### config.mk
export PLATFORM = sky130hd
export DESIGN_NAME = text_to_multiword_integer_core_flat
export DESIGN_NICKNAME = d
export VERILOG_FILES = /design/src/rtl/ttmi_pkg.sv /design/src/rtl/ttmi_channels.sv /design/src/rtl/ttmi_cell.sv /design/src/rtl/ttmi_drain.sv /design/src/rtl/text_to_multiword_integer_core.sv /design/src/flat_wrapper.sv
export SDC_FILE = /design/constraint.sdc
export NUM_CORES = 2
export LEC_CHECK = 0
export BUFFER_PORTS_ARGS = -buffer_cell sky130_fd_sc_hd__clkbuf_2
export CAP_MARGIN = 20
export CORE_MARGIN = 5
export CORE_UTILIZATION = 35
export CTS_CLUSTER_SIZE = 8
export DETAILED_ROUTE_END_ITERATION = 16
export GPL_ROUTABILITY_DRIVEN = 0
export HOLD_SLACK_MARGIN = 0.06
export PLACE_DENSITY = 0.49
export RECOVER_POWER = 25
export SYNTH_ARGS = -nofsm -noshare
export SYNTH_HDL_FRONTEND = slang
export SYNTH_SLANG_ARGS = --single-unit
### constraint.sdc
create_clock -name clock -period 10.78 [get_ports clock]
set_clock_uncertainty 0.15 [all_clocks]
set_input_delay 2.156 -clock clock [delete_from_list [all_inputs] [get_ports clock]]
set_output_delay 2.156 -clock clock [all_outputs]
set_load 0.01 [all_outputs]
### src/rtl/ttmi_pkg.sv
package ttmi_pkg;

   localparam int CHAR_W        = 8;
   localparam int WORD_W        = 32;
   localparam int IDX_W         = 3;
   localparam int CNT_W         = 4;
   localparam int CFG_W         = 4;
   localparam int DIGIT_W       = 4;
   // A pending carry between two cells never exceeds sixteen.
   localparam int CARRY_W       = 5;
   localparam int SUM_W         = WORD_W + 1;
   localparam int PROD_W        = WORD_W + CARRY_W;
   localparam int MAX_OUT_WORDS = 8;
   localparam int DEFAULT_WORDS = 8;
   localparam logic [CFG_W-1:0] RESET_ACTIVE_WORDS = 4'd8;

   localparam logic [CHAR_W-1:0] CHAR_ZERO    = 8'h30;
   localparam logic [CHAR_W-1:0] CHAR_NINE    = 8'h39;
   localparam logic [CHAR_W-1:0] CHAR_UPPER_A = 8'h41;
   localparam logic [CHAR_W-1:0] CHAR_UPPER_F = 8'h46;
   localparam logic [CHAR_W-1:0] CHAR_LOWER_A = 8'h61;
   localparam logic [CHAR_W-1:0] CHAR_LOWER_F = 8'h66;
   localparam logic [CHAR_W-1:0] CHAR_LOWER_X = 8'h78;
   localparam logic [CHAR_W-1:0] CHAR_UPPER_X = 8'h58;
   localparam logic [DIGIT_W-1:0] TEN         = 4'd10;

   typedef enum logic [1:0] {
      OP_HOLD,
      OP_DEC,
      OP_HEX
   } ttmi_op_type;

   // Per-cell control for one accepted character.
   typedef struct packed {
      logic                step;
      logic                active;
      logic                top;
      logic                clear;
      ttmi_op_type         op;
      logic [DIGIT_W-1:0]  digit;
   } ttmi_ctrl_type;

   typedef struct packed {
      logic busy;
      logic ending;
   } ttmi_drain_status_type;

endpackage

### src/rtl/ttmi_channels.sv
interface ttmi_req_if;
   import ttmi_pkg::*;

   logic              valid;
   logic              ready;
   logic [CHAR_W-1:0] character;
   logic              is_final;

   modport source (output valid, output character, output is_final, input ready);
   modport sink   (input valid, input character, input is_final, output ready);
endinterface

interface ttmi_rsp_if;
   import ttmi_pkg::*;

   logic              valid;
   logic              ready;
   logic [WORD_W-1:0] word_value;
   logic [IDX_W-1:0]  word_index;
   logic              last_word;

   modport source (output valid, output word_value, output word_index, output last_word,
                   input ready);
   modport sink   (input valid, input word_value, input word_index, input last_word,
                   output ready);
endinterface

### src/rtl/ttmi_cell.sv
module ttmi_cell (
   input  logic                           clock,
   input  logic                           reset,
   input  ttmi_pkg::ttmi_ctrl_type        ctrl,
   input  logic [ttmi_pkg::CARRY_W-1:0]   carry_below,
   output logic [ttmi_pkg::CARRY_W-1:0]   carry_out,
   output logic [ttmi_pkg::WORD_W-1:0]    next_word,
   output logic [ttmi_pkg::CARRY_W-1:0]   next_carry
);
   import ttmi_pkg::*;

   // The value is held in carry-save form: the word plus the carry that the
   // cell below produced at the previous step.
   logic [WORD_W-1:0]  word_ff, word_in;
   logic [CARRY_W-1:0] carry_ff, carry_in;
   logic [SUM_W-1:0]   sum;
   logic [PROD_W-1:0]  sum_ext;
   logic [PROD_W-1:0]  prod;
   logic [WORD_W-1:0]  folded_word;

   always_comb begin
      sum     = {1'b0, word_ff} + {{(SUM_W-CARRY_W){1'b0}}, carry_ff};
      sum_ext = {{(PROD_W-SUM_W){1'b0}}, sum};
      case (ctrl.op)
         OP_DEC:  prod = (sum_ext << 3) + (sum_ext << 1)
                         + {{(PROD_W-DIGIT_W){1'b0}}, ctrl.digit};
         OP_HEX:  prod = (sum_ext << 4) + {{(PROD_W-DIGIT_W){1'b0}}, ctrl.digit};
         default: prod = '0;
      endcase
      carry_out   = prod[PROD_W-1:WORD_W];
      folded_word = prod[WORD_W-1:0] + {{(WORD_W-CARRY_W){1'b0}}, carry_below};

      // The top active cell keeps its word resolved, so nothing above the active
      // width survives into a later step with a larger word count.
      next_word  = word_ff;
      next_carry = carry_ff;
      if (ctrl.step) begin
         if (!ctrl.active) begin
            next_word  = '0;
            next_carry = '0;
         end else if (ctrl.op != OP_HOLD) begin
            if (ctrl.top) begin
               next_word  = folded_word;
               next_carry = '0;
            end else begin
               next_word  = prod[WORD_W-1:0];
               next_carry = carry_below;
            end
         end else if (ctrl.top) begin
            next_word  = sum[WORD_W-1:0];
            next_carry = '0;
         end
      end

      word_in  = ctrl.clear ? '0 : next_word;
      carry_in = ctrl.clear ? '0 : next_carry;
   end

   always_ff @(posedge clock) begin
      if (reset) begin
         word_ff  <= '0;
         carry_ff <= '0;
      end else begin
         word_ff  <= word_in;
         carry_ff <= carry_in;
      end
   end

endmodule

### src/rtl/ttmi_drain.sv
module ttmi_drain #(
   parameter int CELLS = ttmi_pkg::MAX_OUT_WORDS
) (
   input  logic                                clock,
   input  logic                                reset,
   input  logic                                load,
   input  logic [ttmi_pkg::WORD_W-1:0]         load_word [CELLS],
   input  logic [ttmi_pkg::CARRY_W-1:0]        load_carry [CELLS],
   input  logic [ttmi_pkg::IDX_W-1:0]          load_last,
   input  logic                                out_ready,
   output logic                                out_valid,
   output logic [ttmi_pkg::WORD_W-1:0]         out_word,
   output logic [ttmi_pkg::IDX_W-1:0]          out_index,
   output logic                                out_last,
   output ttmi_pkg::ttmi_drain_status_type     status
);
   import ttmi_pkg::*;

   logic [WORD_W-1:0]  word_ff [CELLS];
   logic [CARRY_W-1:0] carry_ff [CELLS];
   logic               busy_ff, busy_in;
   logic [IDX_W-1:0]   idx_ff, idx_in;
   logic [IDX_W-1:0]   last_ff, last_in;
   logic               ripple_ff, ripple_in;
   logic [SUM_W-1:0]   head_sum;
   logic               transfer;

   // The carry-save words are resolved here, one word per transfer, with a
   // single ripple bit carried from one word to the next.
   always_comb begin
      head_sum  = {1'b0, word_ff[0]} + {{(SUM_W-CARRY_W){1'b0}}, carry_ff[0]}
                  + {{(SUM_W-1){1'b0}}, ripple_ff};
      transfer  = busy_ff && out_ready;
      out_valid = busy_ff;
      out_word  = head_sum[WORD_W-1:0];
      out_index = idx_ff;
      out_last  = (idx_ff == last_ff);
      status.busy   = busy_ff;
      status.ending = transfer && out_last;

      busy_in   = busy_ff;
      idx_in    = idx_ff;
      last_in   = last_ff;
      ripple_in = ripple_ff;
      if (load) begin
         busy_in   = 1'b1;
         idx_in    = '0;
         last_in   = load_last;
         ripple_in = 1'b0;
      end else if (transfer) begin
         busy_in   = !out_last;
         idx_in    = idx_ff + IDX_W'(1);
         ripple_in = head_sum[WORD_W];
      end
   end

   always_ff @(posedge clock) begin
      if (load) begin
         word_ff  <= load_word;
         carry_ff <= load_carry;
      end else if (transfer) begin
         for (int k = 0; k < CELLS - 1; k++) begin
            word_ff[k]  <= word_ff[k+1];
            carry_ff[k] <= carry_ff[k+1];
         end
         word_ff[CELLS-1]  <= '0;
         carry_ff[CELLS-1] <= '0;
      end
   end

   always_ff @(posedge clock) begin
      if (reset) begin
         busy_ff   <= 1'b0;
         idx_ff    <= '0;
         last_ff   <= '0;
         ripple_ff <= 1'b0;
      end else begin
         busy_ff   <= busy_in;
         idx_ff    <= idx_in;
         last_ff   <= last_in;
         ripple_ff <= ripple_in;
      end
   end

endmodule

### src/rtl/text_to_multiword_integer_core.sv
// Channel   Direction  Payload                                  Handshake
// req       in         character[7:0], is_final                 valid/ready
// rsp       out        word_value[31:0], word_index[2:0], last  valid/ready
// csr       in         csr_write_data[3:0] (active words)       write enable
//
// One character is taken per cycle; the row of word cells updates in that cycle.
// A final character loads the drain buffer, which gives one word per cycle for
// the active word count while rsp.ready is high.
// A final character waits while the drain buffer still holds earlier words.
// Reset is synchronous: value cleared, decimal mode, eight active words.
module text_to_multiword_integer_core #(
   parameter int WORDS = ttmi_pkg::DEFAULT_WORDS
) (
   input  logic                         clock,
   input  logic                         reset,
   ttmi_req_if.sink                     req,
   ttmi_rsp_if.source                   rsp,
   input  logic                         csr_write_enable,
   input  logic [ttmi_pkg::CFG_W-1:0]   csr_write_data
);
   import ttmi_pkg::*;

   localparam int CELLS = (WORDS < MAX_OUT_WORDS) ? WORDS : MAX_OUT_WORDS;
   localparam logic [CNT_W-1:0] CELLS_N = CNT_W'(CELLS);

   logic [CFG_W-1:0]   active_words_ff;
   logic [1:0]         position_ff, position_in;
   logic               hex_mode_ff, hex_mode_in;
   logic               first_zero_ff, first_zero_in;

   logic               accept, finish;
   logic [CNT_W-1:0]   word_count;
   logic [CHAR_W-1:0]  ch;
   logic [CHAR_W-1:0]  dec_offset, upper_offset, lower_offset;
   logic               is_prefix_x;
   logic               dec_valid, hex_valid;
   logic [DIGIT_W-1:0] dec_digit, hex_digit;
   ttmi_op_type        op;
   logic [DIGIT_W-1:0] digit;

   ttmi_ctrl_type         ctrl [CELLS];
   logic [CARRY_W-1:0]    carries [CELLS];
   logic [WORD_W-1:0]     snap_word [CELLS];
   logic [CARRY_W-1:0]    snap_carry [CELLS];
   ttmi_drain_status_type drain_st;

   always_comb begin
      ch           = req.character;
      dec_offset   = ch - CHAR_ZERO;
      upper_offset = ch - CHAR_UPPER_A;
      lower_offset = ch - CHAR_LOWER_A;

      dec_valid = (ch >= CHAR_ZERO) && (ch <= CHAR_NINE);
      dec_digit = dec_offset[DIGIT_W-1:0];

      hex_valid = 1'b1;
      if (dec_valid) begin
         hex_digit = dec_digit;
      end else if ((ch >= CHAR_UPPER_A) && (ch <= CHAR_UPPER_F)) begin
         hex_digit = upper_offset[DIGIT_W-1:0] + TEN;
      end else if ((ch >= CHAR_LOWER_A) && (ch <= CHAR_LOWER_F)) begin
         hex_digit = lower_offset[DIGIT_W-1:0] + TEN;
      end else begin
         hex_valid = 1'b0;
         hex_digit = '0;
      end

      is_prefix_x = (position_ff == 2'd1) && first_zero_ff
                    && ((ch == CHAR_LOWER_X) || (ch == CHAR_UPPER_X));

      if (active_words_ff == '0) begin
         word_count = CNT_W'(1);
      end else if (active_words_ff > CELLS_N) begin
         word_count = CELLS_N;
      end else begin
         word_count = active_words_ff;
      end

      // A final character needs the drain buffer free by the next edge.
      req.ready = !req.is_final || !drain_st.busy || drain_st.ending;
      accept    = req.valid && req.ready;
      finish    = accept && req.is_final;

      op    = OP_HOLD;
      digit = '0;
      if (is_prefix_x) begin
         op = OP_HOLD;
      end else if (hex_mode_ff) begin
         if (hex_valid) begin
            op    = OP_HEX;
            digit = hex_digit;
         end
      end else if (dec_valid) begin
         op    = OP_DEC;
         digit = dec_digit;
      end

      position_in   = position_ff;
      hex_mode_in   = hex_mode_ff;
      first_zero_in = first_zero_ff;
      if (finish) begin
         position_in   = '0;
         hex_mode_in   = 1'b0;
         first_zero_in = 1'b0;
      end else if (accept) begin
         if (position_ff != 2'd2) begin
            position_in = position_ff + 2'd1;
         end
         if (is_prefix_x) begin
            hex_mode_in = 1'b1;
         end else if (!hex_mode_ff && (position_ff == 2'd0)) begin
            first_zero_in = (ch == CHAR_ZERO);
         end
      end
   end

   always_ff @(posedge clock) begin
      if (reset) begin
         active_words_ff <= RESET_ACTIVE_WORDS;
         position_ff     <= '0;
         hex_mode_ff     <= 1'b0;
         first_zero_ff   <= 1'b0;
      end else begin
         if (csr_write_enable) begin
            active_words_ff <= csr_write_data;
         end
         position_ff   <= position_in;
         hex_mode_ff   <= hex_mode_in;
         first_zero_ff <= first_zero_in;
      end
   end

   for (genvar j = 0; j < CELLS; j++) begin : g_cell
      logic [CARRY_W-1:0] cin;

      always_comb begin
         ctrl[j].step   = accept;
         ctrl[j].active = (CNT_W'(j) < word_count);
         ctrl[j].top    = (CNT_W'(j) == (word_count - CNT_W'(1)));
         ctrl[j].clear  = finish;
         ctrl[j].op     = op;
         ctrl[j].digit  = (j == 0) ? digit : '0;
      end

      if (j == 0) begin : g_first
         assign cin = '0;
      end else begin : g_rest
         assign cin = carries[j-1];
      end

      ttmi_cell u_cell (
         .clock       (clock),
         .reset       (reset),
         .ctrl        (ctrl[j]),
         .carry_below (cin),
         .carry_out   (carries[j]),
         .next_word   (snap_word[j]),
         .next_carry  (snap_carry[j])
      );
   end

   ttmi_drain #(
      .CELLS (CELLS)
   ) u_drain (
      .clock      (clock),
      .reset      (reset),
      .load       (finish),
      .load_word  (snap_word),
      .load_carry (snap_carry),
      .load_last  (IDX_W'(word_count - CNT_W'(1))),
      .out_ready  (rsp.ready),
      .out_valid  (rsp.valid),
      .out_word   (rsp.word_value),
      .out_index  (rsp.word_index),
      .out_last   (rsp.last_word),
      .status     (drain_st)
   );

endmodule

### src/flat_wrapper.sv
// flat-port wrapper written by rule: the top's interface ports become plain ports
module text_to_multiword_integer_core_flat import ttmi_pkg::*;
#(
   parameter int WORDS = ttmi_pkg::DEFAULT_WORDS
)
  (clock, reset, csr_write_enable, csr_write_data, req_valid, req_character, req_is_final, req_ready, rsp_valid, rsp_word_value, rsp_word_index, rsp_last_word, rsp_ready);
  ttmi_req_if req_i ();
  ttmi_rsp_if rsp_i ();
  input  logic clock;
  input  logic reset;
  input  logic csr_write_enable;
  input  logic [ttmi_pkg::CFG_W-1:0] csr_write_data;
  input wire logic [$bits(req_i.valid)-1:0] req_valid;
  input wire logic [$bits(req_i.character)-1:0] req_character;
  input wire logic [$bits(req_i.is_final)-1:0] req_is_final;
  output wire logic [$bits(req_i.ready)-1:0] req_ready;
  output wire logic [$bits(rsp_i.valid)-1:0] rsp_valid;
  output wire logic [$bits(rsp_i.word_value)-1:0] rsp_word_value;
  output wire logic [$bits(rsp_i.word_index)-1:0] rsp_word_index;
  output wire logic [$bits(rsp_i.last_word)-1:0] rsp_last_word;
  input wire logic [$bits(rsp_i.ready)-1:0] rsp_ready;
  assign req_i.valid = req_valid;
  assign req_i.character = req_character;
  assign req_i.is_final = req_is_final;
  assign req_ready = req_i.ready;
  assign rsp_valid = rsp_i.valid;
  assign rsp_word_value = rsp_i.word_value;
  assign rsp_word_index = rsp_i.word_index;
  assign rsp_last_word = rsp_i.last_word;
  assign rsp_i.ready = rsp_ready;
  text_to_multiword_integer_core #(.WORDS(WORDS)) u_core (.clock(clock), .reset(reset), .req(req_i), .rsp(rsp_i), .csr_write_enable(csr_write_enable), .csr_write_data(csr_write_data));
endmodule
==> PnR_summary.wiki <==
{| class="wikitable"
! Metric !! Value
|-
| Total setup buffers inserted after CTS || 0
|-
| CTS Buf Count || 89
|-
| Startpoint of the lowest-slack hold path || u_core.u_drain.ripple_ff
|-
| Top Usage Layer GRT || met2
|-
| CP required || 11.21 ns
|-
| Synthesized cell area || 0.0616 mm²
|-
| Number of cells produced by synthesis || 8,012
|-
| H-Tree Depth || 3
|-
| Avg WL per Cell || 23.7 µm
|-
| Post-route setup TNS || 0 ns
|-
| Initial DRC count || 5,160
|-
| Core footprint || 0.176 mm²
|-
| Count of cells along the worst register-to-register path || 30
|-
| Worst r2r dst || u_core.u_drain.word_ff[151]
|-
| Highest cell delay on the worst timing path || 2.99 ns
|-
| Kind of cell adding the most delay to the critical path || simple AND/OR/NAND/NOR gates
|-
| Worst Path Buf+Inv || 2
|-
| Run status || complete, but fails checks
|-
| Path type of the worst min-delay path || reg2reg
|-
| Total track usage || 24.6%
|-
| Fraction of the yosys area taken by sequential cells || 24.6%
|-
| Total of buffers placed on input and output ports || 55
|-
| Number of vias in the routed layout || 60,899
|-
| Worst IR Drop VDD || 0.104 mV
|-
| DR DRC count || 0
|-
| Fraction of met2 tracks used by global routing || 40.9%
|-
| Post-Syn Area per Cell || 7.69 µm²
|-
| Pin count of the biggest net entering global routing || 156
|-
| Placement-stage cell area || 0.0633 mm²
|-
| Main flop type after synthesis || sky130_fd_sc_hd__dfxtp_1
|-
| Pleak || 25.4 nW
|-
| Async set or reset register ratio after synthesis || 0%
|-
| Chip height || 430 µm
|-
| Type of element launching the critical path || input port
|-
| Cell-by-cell listing of the critical path || clkbuf_1, nand3_1, nand2b_1, clkbuf_1, nor3_1, a32o_1
|-
| Die footprint || 0.184 mm²
|-
| Fraction of final layout cells with drive strength greater than 1 || 5.71%
|-
| Clock-pin slew of the registers on the worst-case setup and hold paths || 0.05 ns
|-
| Post-synth net total || 8,424
|-
| Synth Register Bits || 608
|-
| Kind of end point of the critical path || register
|-
| Period utilization || 91.7%
|-
| Actual transition at the worst max-transition pin || 3.71 ns
|-
| Final design instance area without fill || 0.0660 mm²
|-
| Maximum clock frequency || 101 MHz
|-
| Net count of the finished layout || 8,115
|-
| Starting utilization of the core area || 35.1%
|-
| Antenna violations before repair || 8
|-
| Post-route worst hold slack || 0.304 ns
|-
| Overflow after GRT || 0
|-
| Design Power || 0.00602 W
|-
| Slowest stage cell on the critical path || sky130_fd_sc_hd__nand2b_1
|-
| Violated checks || capacitance limit, slew limit
|-
| Number of warnings printed during yosys synthesis || 0
|-
| Final setup violation count || 0
|-
| Number of antenna-violating nets in the routed design || 0
|-
| Setup repair after global routing missed its margin || false
|-
| Clock tree from TritonCTS || built
|-
| Number of synthesized flops with an enable pin || 296
|-
| Slew HR || -147%
|-
| Final HPWL DP || 180 mm
|-
| First-pass iteration count of the detailed router || 6
|-
| Number of max-cap violations || 8
|-
| Final-report hold violation count || 0
|-
| Ports placed on the boundary || 56
|-
| Met3 track demand over resource || 2.63%
|-
| CP dominant cell by count || sky130_fd_sc_hd__clkbuf_1
|-
| Yosys cell types || 127
|-
| Gates resized, CTS repair || 0
|-
| Cell depth of the worst min-delay path || 2
|-
| Hold worst-path end || u_core.u_drain.ripple_ff
|-
| Clock period minus worst slack || 9.88 ns
|-
| Post-Place Cells || 9,952
|-
| Die outline width || 430 µm
|-
| Total wire length || 240 mm
|-
| Buffer type at the clock tree root || sky130_fd_sc_hd__clkbuf_16
|-
| Via count of the first global-routing pass || 56,736
|-
| Fin cells || 10,118
|-
| Cell row count || 154
|-
| Critical path start-end classification || in2reg
|-
| Setup slack of the worst register-to-register path || 1.30 ns
|-
| CTS max path bufs || 3
|-
| Highest fanout seen on the critical path || 57
|-
| Reg-to-reg critical path startpoint || u_core.g_cell[2].u_cell.carry_ff[0]
|-
| Final count of pins violating max slew || 401
|-
| Pwr dens || 91.3 mW/mm²
|-
| Layout-stage area growth over the synthesis result || 7.14%
|-
| First-pass GRT wire length || 358 mm
|-
| Met1 global-route usage || 33.1%
|-
| Hold-fix buffers, CTS || 0
|-
| Via-per-instance ratio || 6.02
|-
| Clock Sinks || 608
|-
| Clk_lat worst skew || 0.71 ns
|-
| Arrival time of the worst setup path || 10.31 ns
|}
-- sequential cells by signal, indices dropped and copies added, names as in the netlist --
| signal | count |
|---|---|
| u_core.g_cell.u_cell.word_ff | 256 |
| u_core.u_drain.word_ff | 256 |
| u_core.g_cell.u_cell.carry_ff | 40 |
| u_core.u_drain.carry_ff | 40 |
| u_core.active_words_ff | 4 |
| u_core.u_drain.last_ff | 3 |
| u_core.u_drain.out_index | 3 |
| u_core.position_ff | 2 |
| u_core.first_zero_ff | 1 |
| u_core.hex_mode_ff | 1 |
| u_core.u_drain.out_valid | 1 |
| u_core.u_drain.ripple_ff | 1 |
-- routing by layer --
| layer | vias to the layer above | wire length [µm] |
|---|---|---|
| li1 | 28928 | - |
| met1 | 29645 | 106000 |
| met2 | 1978 | 112000 |
| met3 | 346 | 13100 |
| met4 | 2 | 9030 |
| met5 | - | 19 |
-- cells in the final DEF (no fill, tap or decap), drive strengths merged, types with 29 or more instances in the layout --
cell type	count
nor3b	34
dfxtp	312
and3	145
inv	195
a22o	36
a21oi	601
a211oi	102
nand3b	30
o31ai	74
a21o	148
a211o	39
a31oi	77
nor2b	56
nor2	609
and2	76
ha	368
buf	97
nand4	160
and4	31
xnor2	381
a22oi	86
o22ai	29
edfxtp	296
o21a	74
mux2i	61
nand2b	60
o211ai	130
nor3	240
a221oi	47
nand3	291
or3	88
nor4	83
clkbuf	214
nand2	1108
or2	39
xor2	313
o21ai	541
-- Yosys cell counts (all sizes together), types with 148 or more instances --
master | count | area [µm²]
nor3 | 240 | 1220
xor2 | 313 | 2750
nand4 | 160 | 1010
nand3 | 291 | 1470
ha | 368 | 4600
o21ai | 541 | 2710
nor2 | 609 | 2300
dfxtp | 312 | 6250
clkbuf | 369 | 1390
a21oi | 601 | 3020
inv | 189 | 709
edfxtp | 296 | 8890
a21o | 148 | 1110
nand2 | 1108 | 4160
xnor2 | 381 | 3340
buf | 189 | 1050
-- power by group --
part / internal, W / switching (W) / total (W)
Clock: 0.00164 / 0.00118 / 0.00283
Sequential: 0.00255 / 0.0000659 / 0.00261
Combinational: 0.000129 / 0.000456 / 0.000585
-- worst register-to-register path: cells and delay by family (launching register included) --
family | cells | cell delay, ns
AO/OA/AOI/OAI | 11 | 3.26
AND/OR/NAND/NOR | 11 | 3.18
adder cells (fa/ha/maj) | 4 | 1.39
XOR/XNOR | 2 | 0.42
flip-flops | 1 | 0.35
buffers and inverters | 2 | 0.30
-- cell families (layout without fill, tap and decap cells) --
family	Yosys count	after routing	synth area share, %
AO/OA/AOI/OAI	2337	2337	25.1
XOR/XNOR	694	694	9.89
adder cells (fa/ha/maj)	394	394	8.32
buffers and inverters	748	511	5.13
flip-flops	608	608	24.6
multiplexers	104	104	2.27
other	0	3	0
AND/OR/NAND/NOR	3127	3127	24.7
-- area by class of cell --
cell class / count / area, µm²
inverter: 190 / 718
fill: 18321 / 110000
multi-input combinational: 6656 / 43400
timing repair buffer: 158 / 1110
sequential: 608 / 15100
tap: 2340 / 2930
clock buffer: 153 / 2530
antenna: 3 / 7.51
clock inverter: 10 / 191
-- worst max path at each step --
| stage | endpoint | cells after the start | startpoint | slack, ns |
|---|---|---|---|---|
| global route | u_core.u_drain.word_ff[214] | 33 | req_character[1] | 0.38 |
| CTS | u_core.u_drain.word_ff[222] | 33 | req_character[1] | 1.11 |
| finish | u_core.g_cell[6].u_cell.carry_ff[2] | 6 | req_is_final | 0.90 |
| global placement | u_core.u_drain.word_ff[220] | 34 | req_character[1] | 0.47 |
| detailed placement | u_core.u_drain.word_ff[222] | 33 | req_character[1] | 0.38 |
| floorplan | u_core.u_drain.word_ff[29] | 32 | req_character[1] | 1.98 |
-- stage by stage --
step / util (%) / setup WS (ns)
2_1_floorplan: - / 1.98
3_3_place_gp: 36.1 / 0.469
3_5_place_dp: 36.1 / 0.384
4_1_cts: 37.6 / 1.11
5_1_grt: 37.6 / 0.382
6_report: 37.6 / 0.898
Note: power is estimated with default switching activity, not from simulation.
